### config.mk
export PLATFORM = sky130hd
export DESIGN_NAME = cordic_natural_log
export DESIGN_NICKNAME = d
export VERILOG_FILES = /design/src/hdl/cnl_pkg.sv /design/src/hdl/cnl_regs.sv /design/src/hdl/cnl_ctrl.sv /design/src/hdl/cnl_datapath.sv /design/src/hdl/cordic_natural_log.sv
export SDC_FILE = /design/constraint.sdc
export NUM_CORES = 2
export LEC_CHECK = 0
export ABC_CLOCK_PERIOD_IN_PS = 9650
export BUFFER_PORTS_ARGS = -buffer_cell sky130_fd_sc_hd__buf_4
export CAP_MARGIN = 15
export CORE_ASPECT_RATIO = 1.25
export CORE_MARGIN = 5
export CORE_UTILIZATION = 40
export DETAILED_ROUTE_END_ITERATION = 7
export PLACE_DENSITY = 0.58
export SLEW_MARGIN = 20
export SYNTH_ARGS = -nofsm -noshare
export SYNTH_HDL_FRONTEND = slang
export SYNTH_SLANG_ARGS = --single-unit
### constraint.sdc
create_clock -name clk -period 9.65 [get_ports clk]
set_input_delay 1.4475 -clock clk [delete_from_list [all_inputs] [get_ports clk]]
set_output_delay 1.4475 -clock clk [all_outputs]
set_load 0.02 [all_outputs]
### src/hdl/cnl_pkg.sv
package cnl_pkg;

	localparam int unsigned OUT_W              = 37;
	localparam int unsigned OPERAND_W          = 32;
	localparam int unsigned PDATA_W            = 32;
	localparam int unsigned PADDR_W            = 3;
	localparam int unsigned ITER_CNT_W         = 5;
	localparam int unsigned LN2_W              = 32;
	localparam int unsigned SERIES_BITS        = 61;
	localparam int unsigned DEF_WIDTH          = 32;
	localparam int unsigned DEF_MAX_ITERATIONS = 31;

	localparam logic [ITER_CNT_W-1:0] RESET_ITER_CNT = 5'd31;
	localparam logic [LN2_W-1:0]      RESET_LN2      = 32'd1488522236;

	localparam logic REG_ITER_COUNT = 1'b0;
	localparam logic REG_LN2_VALUE  = 1'b1;

	typedef enum logic [2:0] {
		ST_IDLE,
		ST_NORM,
		ST_INIT,
		ST_ITER,
		ST_DONE
	} state_t;

	typedef struct packed {
		logic load;
		logic norm;
		logic init;
		logic iter;
		logic finish;
	} cmd_t;

	function automatic logic [63:0] atanh_entry(int unsigned i, int unsigned width);
		logic [63:0] sum;
		logic [63:0] quo;
		logic [63:0] rem;
		int unsigned k;
		int unsigned e;
		int unsigned d;
		int unsigned shift;
		int b;
		sum = '0;
		for (k = 0; k < 32; k++) begin
			d = 2 * k + 1;
			if (i * d <= SERIES_BITS) begin
				e = SERIES_BITS - i * d;
				quo = '0;
				rem = '0;
				for (b = 63; b >= 0; b--) begin
					rem = {rem[62:0], (b == int'(e))};
					quo = {quo[62:0], 1'b0};
					if (rem >= 64'(d)) begin
						rem = rem - 64'(d);
						quo[0] = 1'b1;
					end
				end
				sum = sum + quo;
			end
		end
		shift = SERIES_BITS - (width - 1);
		return (sum + (64'd1 << (shift - 1))) >> shift;
	endfunction

endpackage

### src/hdl/cnl_regs.sv
module cnl_regs import cnl_pkg::*; (
	input  logic                  clk,
	input  logic                  arst_n,
	input  logic                  psel,
	input  logic                  penable,
	input  logic                  pwrite,
	input  logic [PADDR_W-1:0]    paddr,
	input  logic [PDATA_W-1:0]    pwdata,
	output logic [PDATA_W-1:0]    prdata,
	output logic                  pready,
	output logic [ITER_CNT_W-1:0] iteration_count,
	output logic [LN2_W-1:0]      ln2_value
);

	logic [ITER_CNT_W-1:0] iteration_count_q;
	logic [LN2_W-1:0]      ln2_value_q;
	logic                  wr_en;

	assign pready = 1'b1;
	assign wr_en  = psel && penable && pwrite && pready;

	always_ff @(posedge clk or negedge arst_n) begin
		if (!arst_n) begin
			iteration_count_q <= RESET_ITER_CNT;
			ln2_value_q       <= RESET_LN2;
		end else if (wr_en) begin
			case (paddr[2])
				REG_ITER_COUNT: iteration_count_q <= pwdata[ITER_CNT_W-1:0];
				REG_LN2_VALUE:  ln2_value_q       <= pwdata[LN2_W-1:0];
				default:        ;
			endcase
		end
	end

	always_comb begin
		case (paddr[2])
			REG_ITER_COUNT: prdata = PDATA_W'(iteration_count_q);
			REG_LN2_VALUE:  prdata = PDATA_W'(ln2_value_q);
			default:        prdata = '0;
		endcase
	end

	assign iteration_count = iteration_count_q;
	assign ln2_value       = ln2_value_q;

endmodule

### src/hdl/cnl_ctrl.sv
module cnl_ctrl import cnl_pkg::*; #(
	parameter int unsigned WIDTH          = DEF_WIDTH,
	parameter int unsigned MAX_ITERATIONS = DEF_MAX_ITERATIONS,
	localparam int unsigned NW = $clog2(WIDTH),
	localparam int unsigned IW = $clog2(MAX_ITERATIONS + 2),
	localparam int unsigned RW = $clog2(3 * MAX_ITERATIONS + 2)
) (
	input  logic                  clk,
	input  logic                  arst_n,
	input  logic                  in_valid,
	output logic                  in_stall,
	output logic                  out_valid,
	input  logic                  out_stall,
	input  logic [ITER_CNT_W-1:0] iteration_count,
	output cmd_t                  cmd,
	output logic [NW-1:0]         shamt,
	output logic [IW-1:0]         idx
);

	state_t         state_q;
	state_t         state_nxt;
	logic [NW-1:0]  shamt_q;
	logic [IW-1:0]  i_q;
	logic [RW-1:0]  rep_q;
	logic [IW-1:0]  cnt;
	logic           out_valid_q;
	logic           run;
	logic           out_free;
	logic           accept;

	assign cnt = (32'(iteration_count) > 32'(MAX_ITERATIONS)) ?
		IW'(MAX_ITERATIONS) : IW'(iteration_count);
	assign run      = (i_q <= cnt);
	assign out_free = !out_valid_q || !out_stall;
	assign accept   = (state_q == ST_IDLE) && in_valid;

	always_comb begin
		state_nxt = state_q;
		case (state_q)
			ST_IDLE: if (in_valid) state_nxt = ST_NORM;
			ST_NORM: if (shamt_q == NW'(1)) state_nxt = ST_INIT;
			ST_INIT: state_nxt = ST_ITER;
			ST_ITER: if (!run) state_nxt = ST_DONE;
			ST_DONE: if (out_free) state_nxt = ST_IDLE;
			default: state_nxt = ST_IDLE;
		endcase
	end

	always_comb begin
		cmd      = '0;
		in_stall = 1'b1;
		case (state_q)
			ST_IDLE: begin
				in_stall = 1'b0;
				cmd.load = in_valid;
			end
			ST_NORM: cmd.norm   = 1'b1;
			ST_INIT: cmd.init   = 1'b1;
			ST_ITER: cmd.iter   = run;
			ST_DONE: cmd.finish = out_free;
			default: ;
		endcase
	end

	always_ff @(posedge clk or negedge arst_n) begin
		if (!arst_n) begin
			state_q     <= ST_IDLE;
			shamt_q     <= '0;
			i_q         <= '0;
			rep_q       <= '0;
			out_valid_q <= 1'b0;
		end else begin
			state_q <= state_nxt;
			if (accept) begin
				shamt_q <= NW'(1) << (NW - 1);
			end else if (state_q == ST_NORM) begin
				shamt_q <= shamt_q >> 1;
			end
			if (state_q == ST_INIT) begin
				i_q   <= IW'(1);
				rep_q <= RW'(4);
			end else if (cmd.iter) begin
				if (RW'(i_q) == rep_q) begin
					rep_q <= RW'(i_q) * RW'(3) + RW'(1);
				end else begin
					i_q <= i_q + IW'(1);
				end
			end
			if (cmd.finish) begin
				out_valid_q <= 1'b1;
			end else if (!out_stall) begin
				out_valid_q <= 1'b0;
			end
		end
	end

	assign shamt     = shamt_q;
	assign idx       = i_q;
	assign out_valid = out_valid_q;

endmodule

### src/hdl/cnl_datapath.sv
module cnl_datapath import cnl_pkg::*; #(
	parameter int unsigned WIDTH          = DEF_WIDTH,
	parameter int unsigned MAX_ITERATIONS = DEF_MAX_ITERATIONS,
	localparam int unsigned NW = $clog2(WIDTH),
	localparam int unsigned IW = $clog2(MAX_ITERATIONS + 2)
) (
	input  logic                 clk,
	input  cmd_t                 cmd,
	input  logic [NW-1:0]        shamt,
	input  logic [IW-1:0]        idx,
	input  logic [OPERAND_W-1:0] operand,
	input  logic [LN2_W-1:0]     ln2_value,
	output logic [OUT_W-1:0]     log_result
);

	localparam int unsigned XW = WIDTH + 4;
	localparam int unsigned ZW = OUT_W - 1;
	localparam int unsigned PW = LN2_W + NW;
	localparam int unsigned AW = (MAX_ITERATIONS > 1) ? $clog2(MAX_ITERATIONS) : 1;
	localparam logic [WIDTH-1:0] ONES    = {WIDTH{1'b1}};
	localparam logic [XW-1:0]    ONE_FIX = XW'(1) << (WIDTH - 1);

	logic [ZW-1:0] atanh_rom [MAX_ITERATIONS];

	logic [WIDTH-1:0]     u_q;
	logic [NW-1:0]        n_q;
	logic signed [XW-1:0] x_q;
	logic signed [XW-1:0] y_q;
	logic [ZW-1:0]        z_q;
	logic [PW-1:0]        prod_q;
	logic [OUT_W-1:0]     log_result_q;

	logic                 norm_hit;
	logic signed [XW-1:0] xs;
	logic signed [XW-1:0] ys;
	logic [IW-1:0]        idx_m1;
	logic [ZW-1:0]        angle;

	for (genvar g = 0; g < MAX_ITERATIONS; g++) begin : g_rom
		assign atanh_rom[g] = ZW'(atanh_entry(g + 1, WIDTH));
	end

	assign norm_hit = (u_q != '0) && ((u_q & ~(ONES >> shamt)) == '0);
	assign xs       = x_q >>> idx;
	assign ys       = y_q >>> idx;
	assign idx_m1   = idx - IW'(1);
	assign angle    = atanh_rom[idx_m1[AW-1:0]];

	always_ff @(posedge clk) begin
		if (cmd.load) begin
			u_q <= WIDTH'(operand);
			n_q <= '0;
		end else if (cmd.norm && norm_hit) begin
			u_q <= u_q << shamt;
			n_q <= n_q + shamt;
		end
		if (cmd.init) begin
			x_q    <= XW'(u_q) + ONE_FIX;
			y_q    <= XW'(u_q) - ONE_FIX;
			z_q    <= '0;
			prod_q <= PW'(n_q) * PW'(ln2_value);
		end else if (cmd.iter) begin
			if (y_q[XW-1]) begin
				z_q <= z_q - angle;
				x_q <= x_q + ys;
				y_q <= y_q + xs;
			end else begin
				z_q <= z_q + angle;
				x_q <= x_q - ys;
				y_q <= y_q - xs;
			end
		end
		if (cmd.finish) begin
			log_result_q <= {z_q, 1'b0} - OUT_W'(prod_q);
		end
	end

	assign log_result = log_result_q;

endmodule

### src/hdl/cordic_natural_log.sv
// Operation: an accepted operand is normalized (ST_NORM), x, y and z are initialized
// (ST_INIT), then ST_ITER runs the clamped iteration_count iterations plus its repeated
// indices (33 at reset, WIDTH 32), and ST_DONE writes the result once the output is free.
// It takes one transaction at a time; the single shift-add CORDIC unit runs one iteration per cycle.
// Reset: arst_n clears the controller and restores iteration_count and ln2_value;
// the atanh table is constant and needs no initialization.
module cordic_natural_log import cnl_pkg::*; #(
	parameter int unsigned WIDTH          = DEF_WIDTH,
	parameter int unsigned MAX_ITERATIONS = DEF_MAX_ITERATIONS
) (
	input  logic                 clk,
	input  logic                 arst_n,
	input  logic                 psel,
	input  logic                 penable,
	input  logic                 pwrite,
	input  logic [PADDR_W-1:0]   paddr,
	input  logic [PDATA_W-1:0]   pwdata,
	output logic [PDATA_W-1:0]   prdata,
	output logic                 pready,
	input  logic                 in_valid,
	output logic                 in_stall,
	input  logic [OPERAND_W-1:0] operand,
	output logic                 out_valid,
	input  logic                 out_stall,
	output logic [OUT_W-1:0]     log_result
);

	localparam int unsigned NW = $clog2(WIDTH);
	localparam int unsigned IW = $clog2(MAX_ITERATIONS + 2);

	logic [ITER_CNT_W-1:0] iteration_count;
	logic [LN2_W-1:0]      ln2_value;
	cmd_t                  cmd;
	logic [NW-1:0]         shamt;
	logic [IW-1:0]         idx;

	cnl_regs u_regs (
		.clk             (clk),
		.arst_n          (arst_n),
		.psel            (psel),
		.penable         (penable),
		.pwrite          (pwrite),
		.paddr           (paddr),
		.pwdata          (pwdata),
		.prdata          (prdata),
		.pready          (pready),
		.iteration_count (iteration_count),
		.ln2_value       (ln2_value)
	);

	cnl_ctrl #(
		.WIDTH          (WIDTH),
		.MAX_ITERATIONS (MAX_ITERATIONS)
	) u_ctrl (
		.clk             (clk),
		.arst_n          (arst_n),
		.in_valid        (in_valid),
		.in_stall        (in_stall),
		.out_valid       (out_valid),
		.out_stall       (out_stall),
		.iteration_count (iteration_count),
		.cmd             (cmd),
		.shamt           (shamt),
		.idx             (idx)
	);

	cnl_datapath #(
		.WIDTH          (WIDTH),
		.MAX_ITERATIONS (MAX_ITERATIONS)
	) u_datapath (
		.clk        (clk),
		.cmd        (cmd),
		.shamt      (shamt),
		.idx        (idx),
		.operand    (operand),
		.ln2_value  (ln2_value),
		.log_result (log_result)
	);

`ifndef SYNTHESIS
	a_busy_after_accept: assert property (@(posedge clk) disable iff (!arst_n)
		in_valid && !in_stall |=> in_stall)
		else $error("input taken while a transaction is in progress");

	a_finish_into_free_slot: assert property (@(posedge clk) disable iff (!arst_n)
		cmd.finish |-> !(out_valid && out_stall))
		else $error("result overwrote a stalled output");

	a_iter_count_write: assert property (@(posedge clk) disable iff (!arst_n)
		psel && penable && pwrite && (paddr[2] == REG_ITER_COUNT)
		|=> iteration_count == $past(pwdata[ITER_CNT_W-1:0]))
		else $error("iteration_count write lost");
`endif

endmodule

==> flow_metrics.env <==
export IMPL_ant_nets=0
export IMPL_clockBufferDepth=3
export IMPL_path_class="reg2reg"
export IMPL_synth_enable_flop_cells=178
export IMPL_dpl_hpwl_microns=79700
export IMPL_period_share_pct=85.1
export IMPL_grt_pass1_wl_microns=161000
export IMPL_fin_nets=4110
export IMPL_drt_first_iter_violations=2543
export IMPL_finalSetupViolCount=0
export IMPL_synth_warnings=0
export IMPL_drc=0
export IMPL_final_max_slew_viol_count=0
export IMPL_cts_tree="yes"
export IMPL_critical_path_top_delay_family="compound AO/OA/AOI/OAI gates"
export IMPL_cp_arrival_ns=8.50
export IMPL_relSlewSlack_pct=35.2
export IMPL_netlist_top_cells_count="433 x nand2_1, 309 x a21oi_1, 267 x nor2_1, 229 x o21ai_0, 213 x ha_1"
export IMPL_die_width_microns=265
export IMPL_io_pins=146
export IMPL_die_h_microns=328
export IMPL_wl_met2_microns=48800
export IMPL_worst_hold_path_type="reg2reg"
export IMPL_cts_root_buf="clkbuf_16"
export IMPL_start_kind="register"
export IMPL_yosysTopAreaCellShare_pct=16.5
export IMPL_critPathMaxStageDelay_ns=0.80
export IMPL_drive_gt1_share_pct=13.0
export IMPL_dr_wl_met3_microns=6510
export IMPL_setup_tns_ns=0
export IMPL_synthFlopType="edfxtp_1"
export IMPL_drt_met1_wl_microns=44000
export IMPL_portBuffers=142
export IMPL_hold_slack_ns=0.490
export IMPL_rsz0062_at_grt="no"
export IMPL_cts_setup_buffers=0
export IMPL_drt_pre_antenna_iters=5
export IMPL_clk_pin_slew_ns=0.06
export IMPL_critPathMaxFanout=52
export IMPL_max_freq_mhz=122
export IMPL_ys_ff_latch=278
export IMPL_hold_viol=0
export IMPL_fin_skew_ns=0.0407
export IMPL_ys_seq_area_share_pct=23.7
export IMPL_numCtsBuffers=36
export IMPL_finalCriticalPeriod_ns=8.21
export IMPL_ctsHoldBuffers=0
export IMPL_drt_total_wl_microns=105000
export IMPL_syn_to_final_growth_pct=9.24
export IMPL_initial_utilization_pct=40.4
export IMPL_cts_max_level=2
export IMPL_fp_row_count=116
export IMPL_synthMostInstantiatedCell="nand2_1"
export IMPL_cp_required_ns=9.94
export IMPL_yosys_area_top_type="edfxtp_1"
export IMPL_grt_util_all_layers_pct=23.1
export IMPL_clkLatencyLatePin_ns=0.60
export IMPL_antenna_found_initial=3
export IMPL_netlist_area_sq_um=32400
export IMPL_die_area_sq_um=86800
export IMPL_place_gp_congestion=0.968
export IMPL_wl_per_cell_microns=21.7
export IMPL_cts_resized=0
export IMPL_core_region_area_sq_um=80300
export IMPL_grt_pass1_vias=27083
export IMPL_status="completed"
export IMPL_path_buf_inv=1
export IMPL_end_kind="register"
export IMPL_viasPerCell=5.96
export IMPL_worst_pin_slew_ns=0.968
export IMPL_highest_layer="met4"
export IMPL_synth_cell_types=96
export IMPL_grt_start_max_net_pins=95
export IMPL_clock_sinks=278
export IMPL_syn_num_nets=4078
export IMPL_synthTopCellsByArea="edfxtp_1 17%, ha_1 8.2%, mux4_2 6.3%"
export IMPL_synthCells=3695
export IMPL_crit_chain="buf_4 > mux4_2 > mux4_2 > a221oi_2 > ha_1 > nand4b_1 > nor4_1 > and2_1 > nand2_1 > xnor2_1 > a21oi_1 > ha_1 > a21o_1 > a21oi_1 > nor2b_1 > or2_2 > o2bb2ai_1 > o21ai_0 > nand2_1 > a21boi_0 > o21bai_1 > a2111oi_0 > a211oi_1"
export IMPL_crit_slowest_cell="dfrtp_4"
export IMPL_maxCapViolCount=0
export IMPL_vias=28729
export IMPL_synth_async_sr_flop_share_pct=21.2
export IMPL_avgSynthCellArea_sq_um=8.77
export IMPL_overflow=0
==> worst reg2reg max path, stage by stage, from the launching register on <==
cell	delay, ns
dfrtp_4	0.80
buf_4	0.65
mux4_2	0.51
mux4_2	0.55
a221oi_2	0.37
ha_1	0.32
nand4b_1	0.15
nor4_1	0.65
and2_1	0.30
nand2_1	0.08
xnor2_1	0.14
a21oi_1	0.27
ha_1	0.34
a21o_1	0.17
a21oi_1	0.13
nor2b_1	0.09
or2_2	0.29
o2bb2ai_1	0.19
o21ai_0	0.60
nand2_1	0.26
a21boi_0	0.42
o21bai_1	0.14
a2111oi_0	0.43
a211oi_1	0.09
==> worst paths after layout <==
path	slack, ns	cells past startpoint	from	end
worst min register to register	0.49	2	u_datapath.z_q[22]	u_datapath.z_q[22]
min in group asynchronous	0.95	1	arst_n	u_regs.ln2_value[17]
max in group asynchronous	8.04	1	arst_n	u_ctrl.idx[2]
worst max register to register	1.44	23	u_ctrl.idx[2]	u_datapath.x_q[29]
worst max-delay path	1.44	23	u_ctrl.idx[2]	u_datapath.x_q[29]
worst min-delay path	0.49	2	u_datapath.z_q[22]	u_datapath.z_q[22]
==> stage by stage <==
step | utilization, % | cell area (sq um) | cells | setup WS [ns]
6_report | 44.1 | 35400 | 4818 | 1.44
5_1_grt | 44.1 | 35400 | 4818 | 0.989
4_1_cts | 44.1 | 35400 | 4816 | 1.61
3_5_place_dp | 42.7 | 34200 | 4750 | 1.68
3_3_place_gp | 42.7 | 34200 | 4750 | 1.82
2_1_floorplan | - | 32400 | 3695 | 2.36
==> cells in the final DEF, fill, tap and decap left out, types with 74 or more instances in the layout <==
cell      synthesis  layout
a21o_1          105     105
a21oi_1         309     308
and2_1          136     136
buf_4             6     187
edfxtp_1        178     178
fa_1             96      96
ha_1            213     213
inv_1           176     173
mux2_2           85      85
mux2i_1         113     113
mux4_2           90      90
nand2_1         433     433
nor2_1          267     267
nor3_1           76      74
o21ai_0         229     229
xnor2_1         151     151
xor2_1           83      83
==> layer usage <==
layer,GRT usage [%],vias up
met1,30.5,13821
met2,38.5,1111
li1,-,13535
met5,0,-
met4,9.89,0
met3,2.90,262
==> state kept, by name, summed over array words and instances (netlist names), 6 cells and up <==
register	cells
u_datapath.log_result	37
u_datapath.prod_q	37
u_datapath.x_q	36
u_datapath.y_q	36
u_datapath.z_q	36
u_datapath.u_q	32
u_regs.ln2_value	32
u_ctrl.rep_q	7
u_ctrl.idx	6
==> layout make-up <==
| cell class | instances | area [sq um] |
|---|---|---|
| antenna | 1 | 2.50 |
| multi-input combinational | 3043 | 23100 |
| sequential | 278 | 7680 |
| timing repair buffer | 189 | 1440 |
| clock buffer | 42 | 923 |
| clock inverter | 24 | 204 |
| tap | 1062 | 1330 |
| fill | 7904 | 44900 |
| inverter | 179 | 677 |
==> kinds of logic after synthesis <==
kind of cell / Yosys count / share of synthesized area, %
AOI/OAI and AO/OA: 999 / 19.5
xor gates and xnor gates: 234 / 6.33
adders and majority gates: 310 / 14.2
buffers and inverters: 374 / 4.98
DFF: 278 / 23.7
muxes: 301 / 13.8
other: 1 / 0.0116
and+or+nand+nor: 1198 / 17.5
Power is not shown: default switching activity piles up to over one toggle a cycle in this logic, so the estimate is an artifact.
